## src/rtl/virtual_cpu_interrupt_interface_top_macros.svh

```systemverilog
`ifndef VIRTUAL_CPU_INTERRUPT_INTERFACE_TOP_MACROS_SVH
`define VIRTUAL_CPU_INTERRUPT_INTERFACE_TOP_MACROS_SVH

// The consequent must hold in the same cycle as the antecedent.
`define VCPUII_ASSERT_SAME(label, ante, cons) \
  label: assert property (@(posedge clk) disable iff (rst) (ante) |-> (cons)) \
    else $error("vcpuii assertion failed");

// The consequent must hold in the cycle after the antecedent.
`define VCPUII_ASSERT_NEXT(label, ante, cons) \
  label: assert property (@(posedge clk) disable iff (rst) (ante) |=> (cons)) \
    else $error("vcpuii assertion failed");

`endif

```

## src/rtl/vcpuii_pkg.sv

```systemverilog
package vcpuii_pkg;

  localparam logic [1:0] ST_INVALID  = 2'd0;
  localparam logic [1:0] ST_PENDING  = 2'd1;
  localparam logic [1:0] ST_ACTIVE   = 2'd2;
  localparam logic [1:0] ST_RESERVED = 2'd3;

  localparam logic [1:0] FUNC_TICK  = 2'd0;
  localparam logic [1:0] FUNC_READ  = 2'd1;
  localparam logic [1:0] FUNC_WRITE = 2'd2;
  localparam logic [1:0] FUNC_LOAD  = 2'd3;

  localparam logic [7:0] OFF_CTLR = 8'h00;
  localparam logic [7:0] OFF_PMR  = 8'h04;
  localparam logic [7:0] OFF_IAR  = 8'h0C;
  localparam logic [7:0] OFF_EOIR = 8'h10;

  localparam logic [9:0] SPURIOUS_ID = 10'd1023;

  typedef struct packed {
    logic [1:0] st;
    logic [9:0] vid;
    logic [9:0] pid;
  } entry_t;

  typedef enum logic [5:0] {
    S_IDLE = 6'b000001,
    S_FWD  = 6'b000010,
    S_SCAN = 6'b000100,
    S_IAR  = 6'b001000,
    S_EOIR = 6'b010000,
    S_DONE = 6'b100000
  } fsm_t;

endpackage

```

## src/rtl/virtual_cpu_interrupt_interface_top.sv

```systemverilog
// Virtual CPU interrupt interface over a bank of list registers.
// Input channel (in_valid/in_ready) carries one beat per item: a tick, a bus
// read, a bus write or a list register load. Output channel
// (out_valid/out_ready) returns exactly one result beat per item.
// The list registers live in one synchronous RAM read one entry per cycle;
// a valid bit per entry, cleared at reset and on EOI, marks empty entries.
// An item goes from IDLE straight to DONE for CTLR, PMR, loads, errors, an IAR
// read with nothing forwarded and ticks with the interface or group 0
// disabled; an IAR read of a forwarded entry passes through IAR. A tick that
// has a forwarded entry checks it in FWD and keeps it if still pending, else
// scans in SCAN from the entry after the pointer; an EOIR write scans in EOIR
// from entry 0, reading one entry per cycle through the RAM port. One item
// is worked on at a time.
// A new beat is accepted while a finished result still waits in the output
// register; a stalled receiver only stops the block once the next result is
// ready to leave. Reset (rst, synchronous) invalidates all entries, clears
// the pointer and group and interface enables, and releases irq_n. The user
// writes the interface enable via cfg_wr_en/cfg_wr_data only while idle; not enforced.
module virtual_cpu_interrupt_interface_top #(
  parameter int NUM_LIST_REGS = 64
) (
  input  logic        clk,
  input  logic        rst,
  input  logic        cfg_wr_en,
  input  logic        cfg_wr_data,
  input  logic        in_valid,
  output logic        in_ready,
  input  logic [1:0]  func,
  input  logic [7:0]  offset,
  input  logic [31:0] write_data,
  input  logic [5:0]  lr_index,
  input  logic [1:0]  lr_state_in,
  input  logic [9:0]  lr_vid,
  input  logic [9:0]  lr_pid,
  output logic        out_valid,
  input  logic        out_ready,
  output logic [31:0] read_data,
  output logic        virq_n,
  output logic        eoi_valid,
  output logic [9:0]  eoi_pid,
  output logic        access_error
);

  `include "virtual_cpu_interrupt_interface_top_macros.svh"

  localparam int IDXW = $clog2(NUM_LIST_REGS);
  localparam int CW   = $clog2(NUM_LIST_REGS + 1);
  localparam logic [IDXW-1:0] LAST_IDX = IDXW'(NUM_LIST_REGS - 1);

  vcpuii_pkg::entry_t mem [NUM_LIST_REGS];
  vcpuii_pkg::entry_t rd_q;
  logic                rd_vld;
  logic [NUM_LIST_REGS-1:0] vld;

  vcpuii_pkg::fsm_t state, state_next;
  logic [IDXW-1:0] fwd_ptr, fwd_ptr_next;
  logic [IDXW-1:0] chk_addr, chk_addr_next;
  logic [CW-1:0]   cnt, cnt_next;
  logic            forwarding, forwarding_next;
  logic            grp0, grp0_next;
  logic            grp1, grp1_next;
  logic            irq_n, irq_n_next;
  logic            virt_en;
  logic [9:0]      eoir_vid, eoir_vid_next;
  logic [31:0]     w_rdata, w_rdata_next;
  logic            w_eoi_v, w_eoi_v_next;
  logic [9:0]      w_eoi_pid, w_eoi_pid_next;
  logic            w_err, w_err_next;
  logic            out_valid_next;

  logic               mem_we, mem_re, vld_set, vld_clr;
  logic [IDXW-1:0]    mem_waddr, rd_addr;
  vcpuii_pkg::entry_t mem_wdata;
  logic [IDXW-1:0]    ptr_inc, chk_inc;
  logic [1:0]         eff_st;
  logic               in_acc, out_load;

  assign in_ready = (state == vcpuii_pkg::S_IDLE);
  assign in_acc   = in_valid && in_ready;
  assign out_load = (state == vcpuii_pkg::S_DONE) && (!out_valid || out_ready);
  assign ptr_inc  = (fwd_ptr == LAST_IDX) ? '0 : fwd_ptr + 1'b1;
  assign chk_inc  = (chk_addr == LAST_IDX) ? '0 : chk_addr + 1'b1;
  assign eff_st   = rd_vld ? rd_q.st : vcpuii_pkg::ST_INVALID;

  always_ff @(posedge clk) begin
    if (mem_we) begin
      mem[mem_waddr] <= mem_wdata;
    end
    if (mem_re) begin
      rd_q   <= mem[rd_addr];
      rd_vld <= vld[rd_addr];
    end
  end

  always_ff @(posedge clk) begin
    if (rst) begin
      vld <= '0;
    end else begin
      if (vld_set) begin
        vld[mem_waddr] <= 1'b1;
      end
      if (vld_clr) begin
        vld[chk_addr] <= 1'b0;
      end
    end
  end

  always_comb begin
    state_next      = state;
    fwd_ptr_next    = fwd_ptr;
    chk_addr_next   = chk_addr;
    cnt_next        = cnt;
    forwarding_next = forwarding;
    grp0_next       = grp0;
    grp1_next       = grp1;
    irq_n_next      = irq_n;
    eoir_vid_next   = eoir_vid;
    w_rdata_next    = w_rdata;
    w_eoi_v_next    = w_eoi_v;
    w_eoi_pid_next  = w_eoi_pid;
    w_err_next      = w_err;
    mem_we          = 1'b0;
    mem_re          = 1'b0;
    vld_set         = 1'b0;
    vld_clr         = 1'b0;
    mem_waddr       = chk_addr;
    mem_wdata       = rd_q;
    rd_addr         = chk_inc;

    case (state)
      vcpuii_pkg::S_IDLE: begin
        if (in_valid) begin
          w_rdata_next   = '0;
          w_eoi_v_next   = 1'b0;
          w_eoi_pid_next = '0;
          w_err_next     = 1'b0;
          state_next     = vcpuii_pkg::S_DONE;
          case (func)
            vcpuii_pkg::FUNC_TICK: begin
              if (virt_en && grp0) begin
                mem_re = 1'b1;
                if (forwarding) begin
                  rd_addr    = fwd_ptr;
                  state_next = vcpuii_pkg::S_FWD;
                end else begin
                  rd_addr    = ptr_inc;
                  cnt_next   = CW'(1);
                  state_next = vcpuii_pkg::S_SCAN;
                end
                chk_addr_next = rd_addr;
              end else begin
                forwarding_next = 1'b0;
                irq_n_next      = 1'b1;
              end
            end
            vcpuii_pkg::FUNC_READ: begin
              if (offset == vcpuii_pkg::OFF_CTLR) begin
                w_rdata_next = {30'd0, grp1, grp0};
              end else if (offset == vcpuii_pkg::OFF_IAR) begin
                if (forwarding) begin
                  mem_re        = 1'b1;
                  rd_addr       = fwd_ptr;
                  chk_addr_next = fwd_ptr;
                  state_next    = vcpuii_pkg::S_IAR;
                end else begin
                  w_rdata_next = {22'd0, vcpuii_pkg::SPURIOUS_ID};
                end
              end else begin
                w_err_next = 1'b1;
              end
            end
            vcpuii_pkg::FUNC_WRITE: begin
              if (offset == vcpuii_pkg::OFF_CTLR) begin
                grp0_next = write_data[0];
                grp1_next = write_data[1];
              end else if (offset == vcpuii_pkg::OFF_EOIR) begin
                eoir_vid_next = write_data[9:0];
                mem_re        = 1'b1;
                rd_addr       = '0;
                chk_addr_next = '0;
                cnt_next      = CW'(1);
                state_next    = vcpuii_pkg::S_EOIR;
              end else if (offset != vcpuii_pkg::OFF_PMR) begin
                w_err_next = 1'b1;
              end
            end
            default: begin
              if ({1'b0, lr_index} < 7'(NUM_LIST_REGS)) begin
                mem_we        = 1'b1;
                vld_set       = 1'b1;
                mem_waddr     = lr_index[IDXW-1:0];
                mem_wdata.st  = (lr_state_in == vcpuii_pkg::ST_RESERVED) ?
                                vcpuii_pkg::ST_INVALID : lr_state_in;
                mem_wdata.vid = lr_vid;
                mem_wdata.pid = lr_pid;
              end
            end
          endcase
        end
      end
      vcpuii_pkg::S_FWD: begin
        if (eff_st == vcpuii_pkg::ST_PENDING) begin
          irq_n_next = 1'b0;
          state_next = vcpuii_pkg::S_DONE;
        end else begin
          mem_re        = 1'b1;
          chk_addr_next = chk_inc;
          cnt_next      = CW'(1);
          state_next    = vcpuii_pkg::S_SCAN;
        end
      end
      vcpuii_pkg::S_SCAN: begin
        if (eff_st == vcpuii_pkg::ST_PENDING) begin
          fwd_ptr_next    = chk_addr;
          forwarding_next = 1'b1;
          irq_n_next      = 1'b0;
          state_next      = vcpuii_pkg::S_DONE;
        end else if (cnt == CW'(NUM_LIST_REGS)) begin
          fwd_ptr_next    = chk_addr;
          forwarding_next = 1'b0;
          irq_n_next      = 1'b1;
          state_next      = vcpuii_pkg::S_DONE;
        end else begin
          mem_re        = 1'b1;
          chk_addr_next = chk_inc;
          cnt_next      = cnt + CW'(1);
        end
      end
      vcpuii_pkg::S_IAR: begin
        if (eff_st == vcpuii_pkg::ST_PENDING) begin
          mem_we          = 1'b1;
          mem_wdata.st    = vcpuii_pkg::ST_ACTIVE;
          forwarding_next = 1'b0;
          w_rdata_next    = {22'd0, rd_q.vid};
        end else begin
          w_rdata_next = {22'd0, vcpuii_pkg::SPURIOUS_ID};
        end
        state_next = vcpuii_pkg::S_DONE;
      end
      vcpuii_pkg::S_EOIR: begin
        if (eff_st == vcpuii_pkg::ST_ACTIVE && rd_q.vid == eoir_vid) begin
          vld_clr        = 1'b1;
          w_eoi_v_next   = 1'b1;
          w_eoi_pid_next = rd_q.pid;
          state_next     = vcpuii_pkg::S_DONE;
        end else if (cnt == CW'(NUM_LIST_REGS)) begin
          w_err_next = 1'b1;
          state_next = vcpuii_pkg::S_DONE;
        end else begin
          mem_re        = 1'b1;
          chk_addr_next = chk_inc;
          cnt_next      = cnt + CW'(1);
        end
      end
      vcpuii_pkg::S_DONE: begin
        if (!out_valid || out_ready) begin
          state_next = vcpuii_pkg::S_IDLE;
        end
      end
      default: begin
        state_next = vcpuii_pkg::S_IDLE;
      end
    endcase
  end

  always_comb begin
    out_valid_next = out_valid;
    if (out_load) begin
      out_valid_next = 1'b1;
    end else if (out_ready) begin
      out_valid_next = 1'b0;
    end
  end

  always_ff @(posedge clk) begin
    if (rst) begin
      state      <= vcpuii_pkg::S_IDLE;
      fwd_ptr    <= '0;
      forwarding <= 1'b0;
      grp0       <= 1'b0;
      grp1       <= 1'b0;
      irq_n      <= 1'b1;
      virt_en    <= 1'b0;
      out_valid  <= 1'b0;
      cnt        <= '0;
    end else begin
      state      <= state_next;
      fwd_ptr    <= fwd_ptr_next;
      forwarding <= forwarding_next;
      grp0       <= grp0_next;
      grp1       <= grp1_next;
      irq_n      <= irq_n_next;
      out_valid  <= out_valid_next;
      cnt        <= cnt_next;
      if (cfg_wr_en) begin
        virt_en <= cfg_wr_data;
      end
    end
  end

  always_ff @(posedge clk) begin
    chk_addr  <= chk_addr_next;
    eoir_vid  <= eoir_vid_next;
    w_rdata   <= w_rdata_next;
    w_eoi_v   <= w_eoi_v_next;
    w_eoi_pid <= w_eoi_pid_next;
    w_err     <= w_err_next;
    if (out_load) begin
      read_data    <= w_rdata;
      virq_n       <= irq_n;
      eoi_valid    <= w_eoi_v;
      eoi_pid      <= w_eoi_pid;
      access_error <= w_err;
    end
  end

  `VCPUII_ASSERT_SAME(a_eoi_no_err, out_valid && eoi_valid, !access_error && read_data == 32'd0)
  `VCPUII_ASSERT_SAME(a_cnt_bound,
    state == vcpuii_pkg::S_SCAN || state == vcpuii_pkg::S_EOIR,
    cnt <= CW'(NUM_LIST_REGS) && cnt != '0)
  `VCPUII_ASSERT_NEXT(a_tick_off,
    in_acc && func == vcpuii_pkg::FUNC_TICK && !(virt_en && grp0),
    !forwarding && irq_n && state == vcpuii_pkg::S_DONE)
  `VCPUII_ASSERT_NEXT(a_one_result, out_load, out_valid && state == vcpuii_pkg::S_IDLE)

endmodule
```

## config.mk

```make
export PLATFORM = sky130hd
export DESIGN_NAME = virtual_cpu_interrupt_interface_top
export DESIGN_NICKNAME = d
export VERILOG_FILES = /design/src/rtl/vcpuii_pkg.sv /design/src/rtl/virtual_cpu_interrupt_interface_top.sv
export VERILOG_INCLUDE_DIRS = /design/src /design/src/rtl
export SDC_FILE = /design/constraint.sdc
export NUM_CORES = 2
export LEC_CHECK = 0
export ABC_AREA = 1
export BUFFER_PORTS_ARGS = -buffer_cell sky130_fd_sc_hd__buf_2
export CELL_PAD_IN_SITES_DETAIL_PLACEMENT = 1
export CELL_PAD_IN_SITES_GLOBAL_PLACEMENT = 2
export CORE_ASPECT_RATIO = 0.5
export CORE_MARGIN = 2
export CORE_UTILIZATION = 43
export DETAILED_ROUTE_END_ITERATION = 8
export PLACE_DENSITY_LB_ADDON = 0.25
export SYNTH_ARGS = -nofsm -noshare
export SYNTH_HDL_FRONTEND = slang
export SYNTH_SLANG_ARGS = --single-unit
```

## constraint.sdc

```tcl
create_clock -name clk -period 6.39 [get_ports clk]
set_input_delay 1.5975 -clock clk [delete_from_list [all_inputs] [get_ports clk]]
set_output_delay 1.5975 -clock clk [all_outputs]
set_load 0.005 [all_outputs]
```

==> results.yml <==
placed_design:
  dp.final_hpwl_mm: 136.3
  placed_cell_area_um2: 74360
  port_buffers: 78
  place.gp.congestion: 0.8364
  place_ws_ns: 0.6718
setup_path:
  crit_slowest_cell: "nor3_2"
  crit_family: "simple AND/OR/NAND/NOR gates"
  crit_required_ns: 6.86
  cp-start-kind: "input port"
  critical_path_buf_inv_count: 5
  worstSetupEndpointType: "register"
  path_cells: "buf_2, ha_1, nand2_1, nor2_4, buf_4, o21ai_1, inv_1, nand2_1, nor2_2, inv_1, nor3_2, buf_12"
  max_stage_delay_ns: 0.84
  critPathKind: "input port to register"
  cp_max_fo: 31
  r2r-start: "chk_addr[0]$_DFFE_PP_"
  cp.arrival_ns: 5.56
  crit_start: "func[0]"
global_routing:
  grt_max_degree: 165
  antenna_found_initial: 7
  first_global_vias: 52900
  overflow: 0
  grt_usage: 0.2812
  grt_pass1_wl_mm: 350.5
sta:
  max_freq_mhz: 196.4
  fin_skew_ns: 0.04396
  period_share: 0.7970
  setup_tns_ns: 0
  hold_viol: 0
  slew_headroom: 0.09753
  worst_slack_ns: 1.297
  drv_slew: 0
  rsz0062_at_grt: "no"
  fin_crit_ns: 5.093
  tightest_slew_ns: 1.349
  setup_violations: 0
pwr:
  switching_share: 0.2940
  seq_power_share: 0.452
  worst_ir_drop_vdd_uv: 198.3
  p_comb_frac: 0.175
  power.total_mw: 25.17
  p_leak_nw: 30.30
  p_per_area_nw_per_um2: 317.1
  internal-power_mw: 17.77
  p_switching_mw: 7.399
  p_clk_frac: 0.373
cells_and_area:
  area_delta_synth_final_pct: 12.00
  final_common_cell: "nand3_1"
  nNetsFinal: 6694
  mostFrequentLayoutCells: "nand3_1 (1616), edfxtp_1 (1492), nand2_1 (985)"
  drive_above_1_share: 0.09182
  fin_area_um2: 79380
synth:
  synth_top_area_frac: 0.6321
  yosys.area.top_type: "edfxtp_1"
  synthFlopType: "edfxtp_1"
  synth.distinct_cells: 49
  synthTopCellsByArea: "edfxtp_1 (63%), nand3_1 (11%), nand3b_1 (5.8%), nand2_1 (5.3%), inv_1 (4.9%)"
  synth-warning-count: 0
  postSynthCellCount: 6624
  synth_area_um2: 70880
  synth_edf_count: 1492
  ys_seq_elements: 1581
  synthArstFlopShare: 0
  syn_area_per_cell_um2: 10.70
  yosysSeqAreaShare: 0.6573
cts:
  cts_resized: 0
  cts-root-buf: "clkbuf_16"
  clock-sinks: 1581
  cts-hold-fix-buffers: 0
  clk_latency_ns: 0.80
  cts_buffer_depth: 4
  cts_setup_buffers: 0
  clk_pin_slew_ns: 0.07
  cts_max_level: 4
  cts_made_buffers: 159
  tritoncts: "built"
routing:
  drt_iter0_drc: 5312
  antenna_left: 0
  wire_per_inst_um: 26.78
  wl_mm: 238.7
  drc: 0
  via_per_inst: 5.825
  vias: 51930
  drt-pass1-iter-count: 6
min_path:
  min_path_type: "register to register"
  min_from: "w_rdata[8]$_DFFE_PP_"
floorplan:
  die_w_um: 578.2
  initial_utilization: 0.4326
  core_um2: 163800
  die_area_um2: 168300
  row_count: 105
  io-pin-count: 123
  die_h_um: 291.1
status:
  status: "complete, no violations"
flow_run:
  cap_violations: 0
-- per-stage QoR --
step           utilization  std cells  hold WS [ns]
5_1_grt             0.4845       8913        0.4143
4_1_cts             0.4845       8913        0.4073
3_5_place_dp        0.4539       8642        0.4063
2_1_floorplan            -       6645        0.4003
6_report            0.4846       8916        0.4116
3_3_place_gp        0.4539       8642        0.4061
-- state kept, by name, indices dropped and copies added, names as in the netlist, 7 cells and up --
name	cells
mem	1408
w_rdata	10
cnt	7
rd_q	22
read_data	10
w_eoi_pid	10
vld	64
eoir_vid	10
eoi_pid	10
-- power groups by stage --
stage	Sequential (mW)	Combinational [mW]	Clock [mW]
2_1_floorplan	11.6	2.50	0
3_3_place_gp	11.6	4.21	0
3_5_place_dp	11.6	4.31	0
4_1_cts	11.4	4.34	9.50
5_1_grt	11.4	4.69	9.88
6_report	11.4	4.40	9.38
-- cells in the mapped netlist, types with 8 or more instances --
cell type	count
ha_1	8
inv_1	917
buf_2	194
a31oi_1	37
nand3_1	1616
xnor2_1	8
buf_1	48
nand2_1	994
edfxtp_1	1492
inv_2	15
buf_4	50
dfxtp_1	89
nor3_1	81
o21ai_0	107
nor2_2	18
a21oi_1	51
clkbuf_1	160
nand4_1	10
nor2_1	111
nand3b_1	545
-- path summary, 6_finish.rpt --
| check | endpoint | slack (ns) | cells past startpoint |
|---|---|---|---|
| setup / recovery | mem[3][16]$_DFFE_PP_ | 1.30 | 12 |
| hold / removal | read_data[8]$_DFFE_PP_ | 0.41 | 0 |
| setup reg to reg | rd_q[11]$_DFFE_PP_ | 1.70 | 16 |
| hold reg to reg | read_data[8]$_DFFE_PP_ | 0.41 | 0 |
-- cell families after synthesis --
kind of cell | Yosys count | share of synthesized area
and+or+nand+nor | 3399 | 0.2413
DFF | 1581 | 0.6573
buffers and inverters | 1390 | 0.08013
AOI/OAI and AO/OA | 230 | 0.01801
xor gates and xnor gates | 15 | 0.001854
adders and majority gates | 8 | 0.001412
other | 1 | 0.00005291
-- final cells by class --
type | instances | area, µm²
Inverter | 934 | 3525
Sequential cell | 1581 | 46580
Timing Repair Buffer | 260 | 2207
Clock inverter | 80 | 787.0
Fill cell | 17440 | 84440
Antenna cell | 3 | 7.507
Clock buffer | 191 | 4227
Tap cell | 2193 | 2744
Multi-Input combinational cell | 3674 | 19300
-- routing by layer --
layer  global-route usage  share of wire  vias to the layer above
li1                     -              -                    22720
met1               0.4073           0.44                    26820
met2               0.4326           0.45                     2022
met3              0.04859          0.081                      366
met4              0.08339          0.029                        2
met5                    0       0.000054                        -
-- worst register-to-register path, stage by stage (launching register included) --
cell and delay [ns]:
edfxtp_1 0.61, ha_1 0.38, nand2_1 0.10, nor2_1 0.07
inv_1 0.07, nor2_1 0.05, nor2_1 0.43, nand2_8 0.28
nand2_8 0.39, buf_4 0.53, nand2_1 0.14, nand3_1 0.09
nand3_1 0.09, nand3_1 0.12, nand3_1 0.24, nand3_1 0.53
nand2_1 0.26
No activity file was read; power rests on OpenSTA's default activity.
